**src/hdl/sis_pkg.sv**
```systemverilog
// sis_pkg: sizes, command and status codes, cell control types and the
// thermometer count helper for the sorted interval set
// no dependencies
package sis_pkg;

  localparam int unsigned CAPACITY = 64;
  localparam int unsigned IDX_W    = $clog2(CAPACITY);
  localparam int unsigned CNT_W    = IDX_W + 1;
  localparam int unsigned ROT_W    = IDX_W - 1;
  localparam int unsigned VAL_W    = 62;
  localparam int unsigned CMD_W    = 3;
  localparam int unsigned ST_W     = 2;

  localparam logic [CMD_W-1:0] CMD_ADD       = 3'd0;
  localparam logic [CMD_W-1:0] CMD_REMOVE    = 3'd1;
  localparam logic [CMD_W-1:0] CMD_INTERSECT = 3'd2;
  localparam logic [CMD_W-1:0] CMD_CLEAR     = 3'd3;
  localparam logic [CMD_W-1:0] CMD_READ      = 3'd4;

  localparam logic [ST_W-1:0] ST_OK    = 2'd0;
  localparam logic [ST_W-1:0] ST_FULL  = 2'd1;
  localparam logic [ST_W-1:0] ST_RANGE = 2'd2;

  // broadcast to every cell; each cell matches the indexes against its own
  typedef struct packed {
    logic             wr_a;
    logic [IDX_W-1:0] idx_a;
    logic             wr_b;
    logic [IDX_W-1:0] idx_b;
    logic             shl;
    logic [IDX_W-1:0] shl_from;
    logic             shr2;
    logic [IDX_W-1:0] shr_from;
    logic             rot;
  } cell_op_t;

  typedef struct packed {
    logic le_a;
    logic lt_a;
    logic le_b;
    logic lt_b;
  } cell_flags_t;

  // number of ones in a prefix thermometer, from the position of its last one
  function automatic logic [CNT_W-1:0] therm_count(input logic [CAPACITY-1:0] t);
    logic [CAPACITY:0] te;
    logic [CNT_W-1:0]  c;
    te = {1'b0, t};
    c  = '0;
    for (int i = 0; i < CAPACITY; i++) begin
      if (te[i] && !te[i+1]) c = c | CNT_W'(i + 1);
    end
    return c;
  endfunction

endpackage

```
**src/hdl/sis_cell.sv**
```systemverilog
// sis_cell: one boundary slot of the chain; compares against the range ends
// and loads, shifts or rotates under the broadcast op; depends on sis_pkg
module sis_cell (
  input  logic                      clk_i,
  input  logic [sis_pkg::IDX_W-1:0] index_i,
  input  logic [sis_pkg::CNT_W-1:0] count_i,
  input  sis_pkg::cell_op_t         op_i,
  input  logic [sis_pkg::VAL_W-1:0] a_i,
  input  logic [sis_pkg::VAL_W-1:0] b_i,
  input  logic [sis_pkg::VAL_W-1:0] up1_i,
  input  logic [sis_pkg::VAL_W-1:0] up2_i,
  input  logic [sis_pkg::VAL_W-1:0] dn2_i,
  output logic [sis_pkg::VAL_W-1:0] value_o,
  output sis_pkg::cell_flags_t      flags_o
);

  logic [sis_pkg::VAL_W-1:0] value_q, value_d;
  logic                      live;
  logic [sis_pkg::CNT_W-1:0] idx_ext, shr_lim;

  assign idx_ext = {1'b0, index_i};
  assign shr_lim = {1'b0, op_i.shr_from} + sis_pkg::CNT_W'(2);
  assign live    = idx_ext < count_i;

  assign flags_o.lt_a = live && (value_q < a_i);
  assign flags_o.le_a = live && (value_q <= a_i);
  assign flags_o.lt_b = live && (value_q < b_i);
  assign flags_o.le_b = live && (value_q <= b_i);

  always_comb begin
    value_d = value_q;
    priority if (op_i.wr_a && op_i.idx_a == index_i) begin
      value_d = a_i;
    end else if (op_i.wr_b && op_i.idx_b == index_i) begin
      value_d = b_i;
    end else if (op_i.rot) begin
      value_d = up2_i;
    end else if (op_i.shl && index_i >= op_i.shl_from) begin
      value_d = up1_i;
    end else if (op_i.shr2 && idx_ext >= shr_lim) begin
      value_d = dn2_i;
    end
  end

  always_ff @(posedge clk_i) begin
    value_q <= value_d;
  end

  assign value_o = value_q;

endmodule

```
**config.mk**
```make
export PLATFORM = sky130hd
export DESIGN_NAME = sis_cell
export DESIGN_NICKNAME = d
export VERILOG_FILES = /design/src/hdl/sis_pkg.sv /design/src/hdl/sis_cell.sv
export SDC_FILE = /design/constraint.sdc
export NUM_CORES = 1
export LEC_CHECK = 0
export BUFFER_PORTS_ARGS = -buffer_cell sky130_fd_sc_hd__buf_2
export CORE_AREA = 2 2 165 167
export DETAILED_ROUTE_END_ITERATION = 12
export DIE_AREA = 0 0 167 169
export PLACE_DENSITY = 0.66
export REMOVE_ABC_BUFFERS = 1
export SKIP_LAST_GASP = 1
export SLEW_MARGIN = 20
export SYNTH_ARGS = -nofsm -noshare
export SYNTH_HDL_FRONTEND = slang
export SYNTH_SLANG_ARGS = --single-unit
```
**constraint.sdc**
```tcl
create_clock -name clk_i -period 10.45 [get_ports clk_i]
set_input_delay 2.6125 -clock clk_i [delete_from_list [all_inputs] [get_ports clk_i]]
set_output_delay 2.6125 -clock clk_i [all_outputs]
set_load 0.1 [all_outputs]
```
# ---- Word level (Yosys, flattened, before mapping)
# Index checks and enable logic that the tools add are counted.
dict set report op_classes {
  add_sub_neg 1
  mul 0
  div_mod_pow 0
  n_lt_le_gt_ge 7
  n_eq_ne 2
  shift 0
  muxes 5
  n_bitwise 0
  reduce_logical 9
}
# operator count
set ops {}
lappend ops {{2-to-1 mux 62 bit} 5}
lappend ops {{less-or-equal comparator 62 bit} 2}
lappend ops {{less-than comparator 62 bit} 2}
lappend ops {{== test 6 bit} 2}
lappend ops {{logical AND 1 bit} 8}
lappend ops {{adder 6 x 2 -> 7 bit (second input constant)} 1}
lappend ops {{greater-or-equal comparator 6 x 7 -> 1 bit} 1}
lappend ops {{less-than comparator 6 x 7 -> 1 bit} 1}
lappend ops {{greater-or-equal comparator 6 bit} 1}
lappend ops {{nonzero test 5 bit} 1}
dict set report totals {
  reg_bits 62
  latch_bits 0
  ram_bits 0
  rom_bits 0
  in_bits 353
  output_inout_bits 66
  elab_cells 25
  n_memories 0
}

# ---- Depth between registers and ports, before layout
dict set report logic_depth {
  word_depth 8
  ltp_mapped 10
  depth_no_buf 9
}

# ---- Worst setup path before layout
# Ideal clock, no wire load.
dict set report synth_timing {
  kind {input-to-output}
  from {input a_i[4] (netlist bit)}
  to {output flags_o[3] (netlist bit)}
  arrival_time_ns 5.482
  required_ns 7.837
  path_slack_ns 2.355
  cell_stages 9
  n_path_buf 0
  cell_sequence {inv_1 -> ha_1 -> a21oi_1 -> a21boi_0 -> o311ai_1 -> o2111ai_1 -> o31ai_1 -> and3_1 -> o21bai_1}
}
# element line_no
set synth_lines {}
lappend synth_lines {{from (decl)} sis_cell.sv:8} ;# input logic [sis_pkg::VAL_W-1:0] a_i,
lappend synth_lines {{to (decl)} sis_cell.sv:14} ;# output sis_pkg::cell_flags_t flags_o

==> flow_metrics.env <==
export IMPL_internal_power_mw=0.734
export IMPL_overflow=0
export IMPL_diodes=0
export IMPL_dieWidth_microns=167
export IMPL_finalNetCount=1879
export IMPL_die_h_microns=169
export IMPL_crit_chain="buf_2 > inv_1 > ha_1 > nand4_1 > nor4_1 > o311ai_1 > o2111ai_1 > o31ai_1 > and3_1 > o21bai_1 > buf_2"
export IMPL_place_congestion=0.916
export IMPL_layout_drive_gt1_share_pct=36.9
export IMPL_p_sw_mw=0.818
export IMPL_top_usage_layer="met2"
export IMPL_grtUsageMet2_pct=39.9
export IMPL_cp_num_buf_inv=3
export IMPL_synth_flop_cell="edfxtp_1"
export IMPL_route_detailed_drc=0
export IMPL_hold_end="value_o[60]"
export IMPL_async_flop_share_pct=0
export IMPL_grt_pass1_wl_microns=48800
export IMPL_clk_pin_slew_ps=60
export IMPL_worstHoldPathCells=2
export IMPL_tritoncts="built"
export IMPL_clockRootBuffer="clkbuf_16"
export IMPL_place_hpwl_microns=25800
export IMPL_cp_arrival_ps=5500
export IMPL_rsz0062_at_grt="no"
export IMPL_yosys_area_top_type="edfxtp_1"
export IMPL_worst_path_max_delay_cell="nor4_1"
export IMPL_wl_microns=32500
export IMPL_seq_area_frac_synth_pct=22.9
export IMPL_final_util_pct=40.8
export IMPL_seqPwrFrac_pct=24.6
export IMPL_antenna_found_initial=1
export IMPL_rows=60
export IMPL_cap_violations=0
export IMPL_period_minus_slack_ps=8110
export IMPL_synth_top_area_share_pct=22.9
export IMPL_ioPinCount=419
export IMPL_synthCells=990
export IMPL_max_stage_delay_ps=890
export IMPL_synth_edf_count=62
export IMPL_power_density_nw_per_um2=144
export IMPL_fin_crit_sh_pct=77.6
export IMPL_grtUsageMet1_pct=26.4
export IMPL_grtUsageTotal_pct=22.1
export IMPL_worstSetupPathType="in2out"
export IMPL_largest_register_ffs=62
export IMPL_fill_cells=2750
export IMPL_cp_common_cell="buf_2"
export IMPL_timing_fmax_ghz=0.123
export IMPL_power_switching_fraction_pct=52.7
export IMPL_relSlewSlack_pct=36.9
export IMPL_dieArea_sq_um=28200
export IMPL_first_pass_iters=6
export IMPL_avgSynthCellArea_sq_um=8.20
export IMPL_worst_endpoint_required_ps=7840
export IMPL_power_frac_clock_pct=18.4
export IMPL_cts_buffers=9
export IMPL_vias_per_cell=5.13
export IMPL_crit_path_start_kind="input pin"
export IMPL_initial_core_util_pct=30.6
export IMPL_ys_types=47
export IMPL_cts_sinks=62
export IMPL_setup_viol=0
export IMPL_cp_max_fo=3
export IMPL_core_sq_um=26500
export IMPL_cts_resized=0
export IMPL_port_buffers=418
export IMPL_area_growth_pct=33.1
export IMPL_critPathCaptureType="output pin"
export IMPL_post_cts_buffers=0
export IMPL_finalSetupTns_ps=0
export IMPL_synthesis_area_sq_um=8120
export IMPL_ant_nets=0
export IMPL_irDropWorstVdd_mv=0.0885
export IMPL_synthTopCellsByCount="a21oi_1 (185), ha_1 (142), inv_1 (139)"
export IMPL_grt_use_met3_pct=4.56
export IMPL_dr_first_iter_drc_count=532
export IMPL_synth_seq_cells=62
export IMPL_fin_area_sq_um=10800
export IMPL_synthTopCellsByArea="edfxtp_1 (23%), ha_1 (22%), a21oi_1 (11%)"
export IMPL_wl_per_cell_microns=18.8
export IMPL_clock_path_buffers=2
export IMPL_ctsHoldBuffers=0
export IMPL_yosysMostFrequentCell="a21oi_1"
export IMPL_hold_start="a_i[60]"
export IMPL_tightest_slew_ps=938
export IMPL_critPathTopFamily="simple AND/OR/NAND/NOR gates"
export IMPL_leakage_nw=5.71
export IMPL_synth_warnings=0
export IMPL_dpl_cell_area_sq_um=10500
export IMPL_via_count=8870
export IMPL_grt_max_degree=64
export IMPL_hold_violations=0
export IMPL_drv_slew=0
export IMPL_grt_pass1_vias=8897
export IMPL_hold_class="in2reg"
export IMPL_status="completed"
export IMPL_p_comb_share_pct=57.0
export IMPL_htreeDepth=3
[layer usage]
| layer | share of wire, % | wire length (microns) | vias up |
|---|---|---|---|
| met3 | 6.5 | 2120 | 50 |
| met4 | 2.3 | 733 | 2 |
| met5 | 0.040 | 13 | - |
| met1 | 42 | 13500 | 4059 |
| li1 | - | - | 4381 |
| met2 | 50 | 16100 | 378 |
[metrics by stage]
stage	hold WS, ps	total power, mW	worst slack, ps	instances
floorplan	2800	1.03	1330	944
global placement	2920	1.26	2210	1713
detailed placement	2920	1.27	2300	1714
CTS	2570	1.56	2280	1730
global route	2590	1.64	2170	1730
finish	2580	1.55	2340	1730
[worst max path at each step]
stage | startpoint | endpoint | depth (start not counted)
global placement | a_i[29] | flags_o[3] | 11
detailed placement | a_i[29] | flags_o[3] | 11
finish | a_i[29] | flags_o[3] | 11
floorplan | index_i[0] | value_o[0] | 7
CTS | a_i[29] | flags_o[3] | 11
global route | a_i[29] | flags_o[3] | 11
[cells by family after synthesis]
kind of cell    after synthesis  share of synthesized area, %
compound gates              294                          22.1
xor+xnor                     15                          1.62
fa+ha+maj                   142                          21.9
buf+inv                     185                          9.59
flops                        62                          22.9
mux                          62                          8.09
simple gates                230                          13.7
[area by class of cell]
type	instances	area, sq um	share of cell area, %
inverters	139	522	4.83
clock buffers	10	229	2.12
clock inverters	6	38.8	0.359
repair buffers	429	2190	20.3
well taps	341	427	3.95
multi-input cells	743	5530	51.2
flip-flops and latches	62	1860	17.2
[cell usage in the layout (no fill, tap or decap), drive strengths merged, types with 2 or more instances in the layout]
cell type  synthesis  final
a211oi             5      5
a21boi             3      3
a21o               2      2
a21oi            186    186
a221oi             4      4
buf               27    429
clkbuf            19     10
clkinv             0      4
clkinvlp           0      2
edfxtp            62     62
ha               142    142
inv              139    139
mux2              29     29
mux2i             33     33
nand2             74     74
nand2b             7      7
nand3             77     77
nand3b             2      2
nand4             27     27
nor2              16     16
nor2b              3      3
nor3              13     13
nor4               5      5
o2111ai            2      2
o211ai            32     32
o21a               2      2
o21ai             49     49
o31ai              3      3
or3                2      2
xnor2              9      9
xor2               6      6
[power by group through the flow]
stage / Clock [mW] / Combinational (mW) / Sequential, mW
2_1_floorplan: 0 / 0.312 / 0.714
3_5_place_dp: 0 / 0.884 / 0.387
4_1_cts: 0.295 / 0.888 / 0.382
3_3_place_gp: 0 / 0.872 / 0.385
5_1_grt: 0.300 / 0.957 / 0.388
6_report: 0.285 / 0.885 / 0.382
Note: power is estimated with default switching activity, not from simulation.
